==> config.mk <==
export PLATFORM = sky130hd
export DESIGN_NAME = greedy_coin_change_unit
export DESIGN_NICKNAME = d
export VERILOG_FILES = /design/src/gcc_pkg.sv /design/src/gcc_csr.sv /design/src/gcc_divider.sv /design/src/greedy_coin_change_unit.sv
export SDC_FILE = /design/constraint.sdc
export NUM_CORES = 1
export LEC_CHECK = 0
export BUFFER_PORTS_ARGS = -buffer_cell sky130_fd_sc_hd__clkbuf_2
export CORE_MARGIN = 1.5
export CORE_UTILIZATION = 43
export CTS_CLUSTER_SIZE = 25
export DETAILED_ROUTE_END_ITERATION = 16
export PLACE_DENSITY = 0.59
export SYNTH_ARGS = -nofsm -noshare
export SYNTH_HDL_FRONTEND = slang
export SYNTH_HIERARCHICAL = 1
export SYNTH_SLANG_ARGS = --single-unit
export TNS_END_PERCENT = 30
==> constraint.sdc <==
create_clock -name clock -period 6.95 [get_ports clock]
set_clock_uncertainty 0.15 [all_clocks]
set_input_delay 0 -clock clock [delete_from_list [all_inputs] [get_ports clock]]
set_output_delay 0 -clock clock [all_outputs]
set_load 0.005 [all_outputs]
==> src/gcc_pkg.sv <==
// Shared widths, register indexes and reset values for the greedy coin change unit.
package gcc_pkg;

   // Field widths
   localparam int AMOUNT_W    = 16;   // change_amount input field
   localparam int DENOM_W     = 16;   // one denomination register
   localparam int COUNT_W     = 16;   // coin_count and leftover result fields
   localparam int IDX_W       = 3;    // denom_index field and denoms_in_use register
   localparam int NUM_DENOM_REGS = 6;

   // Defaults for the top-level parameters
   localparam int DEF_MAX_DENOMS  = 6;
   localparam int DEF_AMOUNT_BITS = 16;

   // Register indexes
   localparam logic [IDX_W-1:0] REG_DENOMS_IN_USE = 3'd0;
   localparam logic [IDX_W-1:0] REG_DENOM_FIRST   = 3'd1;
   localparam logic [IDX_W-1:0] REG_DENOM_LAST    = 3'd6;

   // Reset values
   localparam logic [IDX_W-1:0] RST_DENOMS_IN_USE = 3'd6;

   typedef logic [NUM_DENOM_REGS-1:0][DENOM_W-1:0] denom_array_type;

   localparam denom_array_type RST_DENOMS = {16'd1, 16'd5, 16'd10, 16'd20, 16'd50, 16'd100};

   // Divider result handed back to the sequencer
   typedef struct packed {
      logic               done;
      logic [AMOUNT_W-1:0] quotient;
      logic [AMOUNT_W-1:0] remainder;
   } div_result_type;

endpackage

==> src/gcc_csr.sv <==
// Configuration registers: denomination count and the six denomination values.
module gcc_csr
   import gcc_pkg::*;
(
   input  logic               clock,
   input  logic               reset,
   input  logic               csr_valid,
   output logic               csr_ready,
   input  logic [IDX_W-1:0]   csr_index,
   input  logic [DENOM_W-1:0] csr_data,
   output logic [IDX_W-1:0]   denoms_in_use,
   output denom_array_type    denoms
);

   logic [IDX_W-1:0] count_ff;
   denom_array_type  denoms_ff;
   logic             wr_en;

   assign csr_ready = 1'b1;
   assign wr_en     = csr_valid && csr_ready;

   // Register writes; unknown indexes are dropped
   always_ff @(posedge clock) begin
      if (reset) begin
         count_ff  <= RST_DENOMS_IN_USE;
         denoms_ff <= RST_DENOMS;
      end else if (wr_en) begin
         if (csr_index == REG_DENOMS_IN_USE) begin
            count_ff <= csr_data[IDX_W-1:0];
         end else if (csr_index inside {[REG_DENOM_FIRST:REG_DENOM_LAST]}) begin
            denoms_ff[csr_index - REG_DENOM_FIRST] <= csr_data;
         end
      end
   end

   assign denoms_in_use = count_ff;
   assign denoms        = denoms_ff;

endmodule

==> src/gcc_divider.sv <==
// Restoring divider: one quotient bit per cycle through a shift register.
module gcc_divider
   import gcc_pkg::*;
#(
   parameter int WIDTH = DEF_AMOUNT_BITS
)
(
   input  logic               clock,
   input  logic               reset,
   input  logic               start,
   input  logic [WIDTH-1:0]   dividend,
   input  logic [DENOM_W-1:0] divisor,
   output div_result_type     result
);

   localparam int RW    = DENOM_W + 1;
   localparam int CNT_W = $clog2(WIDTH + 1);

   logic [RW-1:0]      rem_ff, rem_in;
   logic [WIDTH-1:0]   quo_ff, quo_in;
   logic [DENOM_W-1:0] dsr_ff;
   logic [CNT_W-1:0]   cnt_ff, cnt_in;
   logic               done_ff, done_in;
   logic [RW-1:0]      shifted;
   logic [RW:0]        diff;
   logic               ge;

   // One restoring step: shift in the next dividend bit, try to subtract
   always_comb begin
      shifted = {rem_ff[RW-2:0], quo_ff[WIDTH-1]};
      diff    = {1'b0, shifted} - {2'b00, dsr_ff};
      ge      = !diff[RW];
      rem_in  = rem_ff;
      quo_in  = quo_ff;
      cnt_in  = cnt_ff;
      done_in = 1'b0;
      if (start) begin
         rem_in = '0;
         quo_in = dividend;
         cnt_in = CNT_W'(WIDTH);
      end else if (cnt_ff != '0) begin
         rem_in  = ge ? diff[RW-1:0] : shifted;
         quo_in  = {quo_ff[WIDTH-2:0], ge};
         cnt_in  = cnt_ff - 1'b1;
         done_in = (cnt_ff == CNT_W'(1));
      end
   end

   always_ff @(posedge clock) begin
      if (reset) begin
         cnt_ff  <= '0;
         done_ff <= 1'b0;
      end else begin
         cnt_ff  <= cnt_in;
         done_ff <= done_in;
      end
   end

   always_ff @(posedge clock) begin
      rem_ff <= rem_in;
      quo_ff <= quo_in;
      if (start) begin
         dsr_ff <= divisor;
      end
   end

   // Remainder never exceeds the dividend, so it fits in WIDTH bits
   assign result.done      = done_ff;
   assign result.quotient  = AMOUNT_W'(quo_ff);
   assign result.remainder = AMOUNT_W'(rem_ff[WIDTH-1:0]);

endmodule

==> src/greedy_coin_change_unit.sv <==
// Greedy coin change unit: walks the denominations in index order, one result each.
// Each result comes from the shared divider, one bit per cycle over AW bits
// (AW = amount width, min(AMOUNT_BITS,16)). One amount is in flight at a time:
// a new amount is taken only after the last result of the one before is accepted.
// Reset: synchronous, active high; clears control and loads default denominations.
module greedy_coin_change_unit
   import gcc_pkg::*;
#(
   parameter int MAX_DENOMS  = DEF_MAX_DENOMS,
   parameter int AMOUNT_BITS = DEF_AMOUNT_BITS
)
(
   input  logic               clock,
   input  logic               reset,
   // input items
   input  logic               req_tvalid,
   output logic               req_tready,
   input  logic [15:0]        req_tdata,   // [15:0] change_amount
   // result items
   output logic               rsp_tvalid,
   input  logic               rsp_tready,
   output logic [39:0]        rsp_tdata,   // [15:0] coin_count, [31:16] leftover,
                                           // [32] no_solution, [39:33] zero
   output logic [IDX_W-1:0]   rsp_tuser,   // [2:0] denom_index
   output logic               rsp_tlast,   // last
   // configuration writes
   input  logic               csr_valid,
   output logic               csr_ready,
   input  logic [IDX_W-1:0]   csr_index,
   input  logic [DENOM_W-1:0] csr_data
);

   localparam int AW = (AMOUNT_BITS < AMOUNT_W) ? AMOUNT_BITS : AMOUNT_W;

   localparam logic [1:0] ST_IDLE = 2'd0;
   localparam logic [1:0] ST_DIV  = 2'd1;
   localparam logic [1:0] ST_OUT  = 2'd2;

   logic [1:0]         state_ff, state_in;
   logic [IDX_W-1:0]   idx_ff, idx_in;
   logic [AW-1:0]      amount_ff, amount_in;
   logic               rsp_valid_ff, rsp_valid_in;
   logic [COUNT_W-1:0] coins_ff, coins_in;
   logic [COUNT_W-1:0] left_ff, left_in;
   logic               nosol_ff, nosol_in;
   logic               last_ff, last_in;

   logic [IDX_W-1:0]   cfg_count;
   denom_array_type    denoms;
   logic [IDX_W-1:0]   last_idx;
   logic               req_acc, rsp_acc;
   logic               div_start;
   logic [AW-1:0]      div_dividend;
   logic [DENOM_W-1:0] div_divisor;
   div_result_type     div_res;
   logic               cur_zero;
   logic [AW-1:0]      new_amount;

   gcc_csr u_csr (
      .clock         (clock),
      .reset         (reset),
      .csr_valid     (csr_valid),
      .csr_ready     (csr_ready),
      .csr_index     (csr_index),
      .csr_data      (csr_data),
      .denoms_in_use (cfg_count),
      .denoms        (denoms)
   );

   gcc_divider #(.WIDTH(AW)) u_div (
      .clock    (clock),
      .reset    (reset),
      .start    (div_start),
      .dividend (div_dividend),
      .divisor  (div_divisor),
      .result   (div_res)
   );

   // Clamp the denomination count to 1..MAX_DENOMS
   always_comb begin
      if (cfg_count == '0) begin
         last_idx = '0;
      end else if (cfg_count > IDX_W'(MAX_DENOMS)) begin
         last_idx = IDX_W'(MAX_DENOMS - 1);
      end else begin
         last_idx = cfg_count - 1'b1;
      end
   end

   assign req_tready = (state_ff == ST_IDLE);
   assign req_acc    = req_tvalid && req_tready;
   assign rsp_acc    = rsp_valid_ff && rsp_tready;

   // A zero denomination pays nothing and passes the amount through
   assign cur_zero   = (denoms[idx_ff] == '0);
   assign new_amount = cur_zero ? amount_ff : div_res.remainder[AW-1:0];

   // Sequencer
   always_comb begin
      state_in     = state_ff;
      idx_in       = idx_ff;
      amount_in    = amount_ff;
      rsp_valid_in = rsp_valid_ff;
      coins_in     = coins_ff;
      left_in      = left_ff;
      nosol_in     = nosol_ff;
      last_in      = last_ff;
      div_start    = 1'b0;
      div_dividend = amount_ff;
      div_divisor  = denoms[idx_ff];
      case (state_ff)
         ST_IDLE: begin
            if (req_acc) begin
               div_start    = 1'b1;
               div_dividend = req_tdata[AW-1:0];
               div_divisor  = denoms[0];
               amount_in    = req_tdata[AW-1:0];
               idx_in       = '0;
               state_in     = ST_DIV;
            end
         end
         ST_DIV: begin
            if (div_res.done) begin
               amount_in    = new_amount;
               coins_in     = cur_zero ? '0 : div_res.quotient;
               left_in      = COUNT_W'(new_amount);
               last_in      = (idx_ff == last_idx);
               nosol_in     = (idx_ff == last_idx) && (new_amount != '0);
               rsp_valid_in = 1'b1;
               state_in     = ST_OUT;
            end
         end
         ST_OUT: begin
            if (rsp_acc) begin
               rsp_valid_in = 1'b0;
               if (last_ff) begin
                  state_in = ST_IDLE;
               end else begin
                  idx_in      = idx_ff + 1'b1;
                  div_start   = 1'b1;
                  div_divisor = denoms[idx_ff + 1'b1];
                  state_in    = ST_DIV;
               end
            end
         end
         default: begin
            state_in     = ST_IDLE;
            rsp_valid_in = 1'b0;
         end
      endcase
   end

   always_ff @(posedge clock) begin
      if (reset) begin
         state_ff     <= ST_IDLE;
         rsp_valid_ff <= 1'b0;
      end else begin
         state_ff     <= state_in;
         rsp_valid_ff <= rsp_valid_in;
      end
   end

   always_ff @(posedge clock) begin
      idx_ff    <= idx_in;
      amount_ff <= amount_in;
      coins_ff  <= coins_in;
      left_ff   <= left_in;
      nosol_ff  <= nosol_in;
      last_ff   <= last_in;
   end

   // Result port
   assign rsp_tvalid = rsp_valid_ff;
   assign rsp_tdata  = {7'd0, nosol_ff, left_ff, coins_ff};
   assign rsp_tuser  = idx_ff;
   assign rsp_tlast  = last_ff;

   // Checks
   a_one_in_flight: assert property (@(posedge clock) disable iff (reset)
      rsp_tvalid |-> !req_tready)
      else $error("input accepted while a result is pending");

   a_nosol_on_last: assert property (@(posedge clock) disable iff (reset)
      (rsp_tvalid && rsp_tdata[32]) |-> (rsp_tlast && rsp_tdata[31:16] != 16'd0))
      else $error("no_solution outside the last result or with zero leftover");

   a_index_range: assert property (@(posedge clock) disable iff (reset)
      rsp_tvalid |-> (rsp_tuser < IDX_W'(MAX_DENOMS)))
      else $error("denomination index beyond the configured maximum");

   a_run_starts_at_zero: assert property (@(posedge clock) disable iff (reset)
      (req_tvalid && req_tready) |=> (rsp_tuser == '0 && !rsp_tvalid))
      else $error("run did not start at the first denomination");

endmodule

==> reports/qor.csv <==
stage,metric,value,unit
outcome,status,finished clean,
drt,ant_nets,0,
synthesis,ys.flop_type,dfxtp_1,
grt,grt_first_pass_wirelength,48700,um
sta,setup_slack,2.79,ns
sta,hold_viol,0,
setup_path,cp_top_family,buffers and inverters,
setup_path,critPathCaptureType,flip-flop,
sta,fin_crit_sh,0.599,
clock_network,clock-sinks,209,
synthesis,yosysWarnings,6,
synthesis,synthCells,1148,
drt,drt_iter0_drc,552,
drt,wl_per_cell,19.2,um
synthesis,synth.area.top_cells,"edfxtp_1 22%, dfxtp_1 21%, mux2i_1 11%, nand2_1 5.4%, mux2_2 4.5%",
drt,dr.pass1.iters,6,
layout,nets,1307,
floorplan,die_area,0.0283,mm^2
synthesis,post-synth-top-count-cell,nand2_1,
hold_path,hp-class,in2reg,
setup_path,worstPathArrival,4.28,ns
run,maxCapViolCount,0,
setup_path,path_cells,buf_4 -> mux2_1 -> a221o_1 -> a222oi_1 -> nand4_1 -> nor4_4 -> buf_4 -> mux2_2,
clock_network,clk_path_buf_depth,3,
layout,fin_util,0.504,
clock_network,cts_tree,done,
sta,setup_viol,0,
grt,grt_pass1_vias,8821,
clock_network,numCtsBuffers,24,
sta,min_period,4.16,ns
layout,synthToLayoutAreaGrowth,15.6,%
power,vdd_drop_max,0.000177,V
floorplan,core,0.0269,mm^2
setup_path,cp_common_cell,buf_4,
grt,grt_max_degree,68,
grt,antenna_found_initial,0,
clock_network,postCtsHoldBufs,45,
synthesis,synth-seq-cells,209,
floorplan,rows,60,
sta,fmax,0.240,GHz
synthesis,synth-edff-count,85,
layout,regArea,0.00503,mm^2
synthesis,yosysTopAreaCell,edfxtp_1,
drt,vias,9060,
sta,finalMaxSlewViolations,0,
clock_network,cts-resized-gates,0,
grt,grt.total_usage,0.217,
sta,rsz0062_at_grt,no,
setup_path,crit_required,7.07,ns
synthesis,netlist_area,0.0117,mm^2
synthesis,netlist_top_cells_count,"169 x nand2_1, 134 x mux2i_1, 124 x dfxtp_1, 85 x edfxtp_1, 70 x nor2_1",
layout,stdcell_count,1598,
placed_design,gp_congestion,0.841,
sta,tns,0,ns
setup_path,crit_slowest_cell,edfxtp_1,
drt,drt_drc_violations_left,0,
drt,wirelength,30600,um
setup_path,path_buf_inv,2,
placed_design,port_buffers,78,
layout,antenna_cells,0,
synthesis,ys_seq_area_frac,0.429,
layout,drive_gt1_frac,0.183,
clock_network,htreeDepth,1,
setup_path,rrSetupSlack,2.79,ns
setup_path,timing_worst_setup_path_type,reg2reg,
floorplan,initial_core_util,0.436,
power,leakage,5.30,nW
setup_path,slowest_delay,0.79,ns
clock_network,cts_setup_buffers,0,
setup_path,startpoint_type,flip-flop,
power,p_per_area,314,mW/mm^2
synthesis,post_synth.cell_area_avg,10.2,um^2
synthesis,ys_types,79,
sta,tightest_slew,0.849,ns
placed_design,dp_slack,2.77,ns
floorplan,pin_count,87,
drt,viasPerCell,5.67,
synthesis,synth_top_area_frac,0.218,
layout,multi_input_area,0.00610,mm^2
floorplan,die_y,168,um
floorplan,die_w,168,um
sta,relSlewSlack,0.434,
clock_network,cts_root_buf,clkbuf_16,
clock_network,clk_pin_slew_worst_paths,0.06,ns
setup_path,crit_fanout,49,
layout,fill_cells,2456,
placed_design,hpwl,20700,um
grt,overflow,0,
placed_design,place_inst,1509,
synthesis,async_reset_ff_frac,0,
clock_network,clk_latency,0.52,ns
## final timing paths
check | from | end | depth (start not counted)
setup reg to reg | rsp_tuser[1]$_SDFFCE_PN0P_ | left_ff[7]$_DFFE_PP_ | 8
setup / recovery | rsp_tuser[1]$_SDFFCE_PN0P_ | left_ff[7]$_DFFE_PP_ | 8
hold reg to reg | u_csr/denoms[58]$_SDFFE_PP0P_ | u_csr/denoms[58]$_SDFFE_PP0P_ | 2
hold / removal | csr_data[5] | u_csr/denoms[21]$_SDFFE_PP1P_ | 3
## registers in the layout, summed over array words and instances (netlist names)
register	flops
amount_ff	16
coins_ff	16
left_ff	16
nosol_ff	1
rsp_tlast	1
rsp_tuser	3
rsp_tvalid	1
state_ff	2
u_csr/denoms	96
u_csr/denoms_in_use	3
u_div/cnt_ff	5
u_div/done_ff	1
u_div/dsr_ff	16
u_div/quo_ff	16
u_div/rem_ff	16
## metal layers
layer  up-vias  track usage  share of wire
met1      4434        0.288           0.45
met4         0       0.0753          0.033
li1       4355            -              -
met3        65       0.0324          0.046
met2       206        0.362           0.47
met5         -            0              0
## cell usage in the layout (no fill, tap or decap), drive strengths merged, types with 41 or more instances in the layout
cell         synthesis  routed
a21oi               41      41
clkbuf              42     113
dfxtp              124     124
dlygate4sd3          0      45
edfxtp              85      85
inv                 47      47
mux2                63      63
mux2i              134     134
nand2              169     169
nor2                74      74
## cell type report
cell class | count | area share
multi-input combinational | 814 | 0.450
clock buffer | 35 | 0.0549
inverter | 47 | 0.0130
sequential | 209 | 0.372
tap | 341 | 0.0315
timing repair buffer | 143 | 0.0731
clock inverter | 9 | 0.00572
## through the flow
step	power [mW]	area, um^2	hold slack, ns
floorplan	2.63	11700	-0.0809
CTS	4.27	13600	0.115
global placement	2.94	12300	0.0946
global route	4.49	13600	0.141
detailed placement	2.96	12300	0.105
finish	4.25	13600	0.110
## where the power goes
part | switching [mW] | leakage (nW) | internal [mW]
Clock | 0.509 | 0.403 | 0.779
Sequential | 0.182 | 1.84 | 1.51
Combinational | 0.730 | 3.06 | 0.540
## cells by family after synthesis
family	after synthesis	synth area share
AND/OR/NAND/NOR	363	0.145
multiplexers	218	0.215
flip-flops	209	0.429
AO/OA/AOI/OAI	180	0.112
buffers and inverters	131	0.0543
adder cells (fa/ha/maj)	28	0.0305
XOR/XNOR	17	0.0127
other	2	0.000641
## tightest hold or removal path, cell delays in order
cell	delay [ns]
dlygate4sd3_1	0.52
clkbuf_2	0.13
a211o_1	0.11
Power figures use the tool's default switching activity.
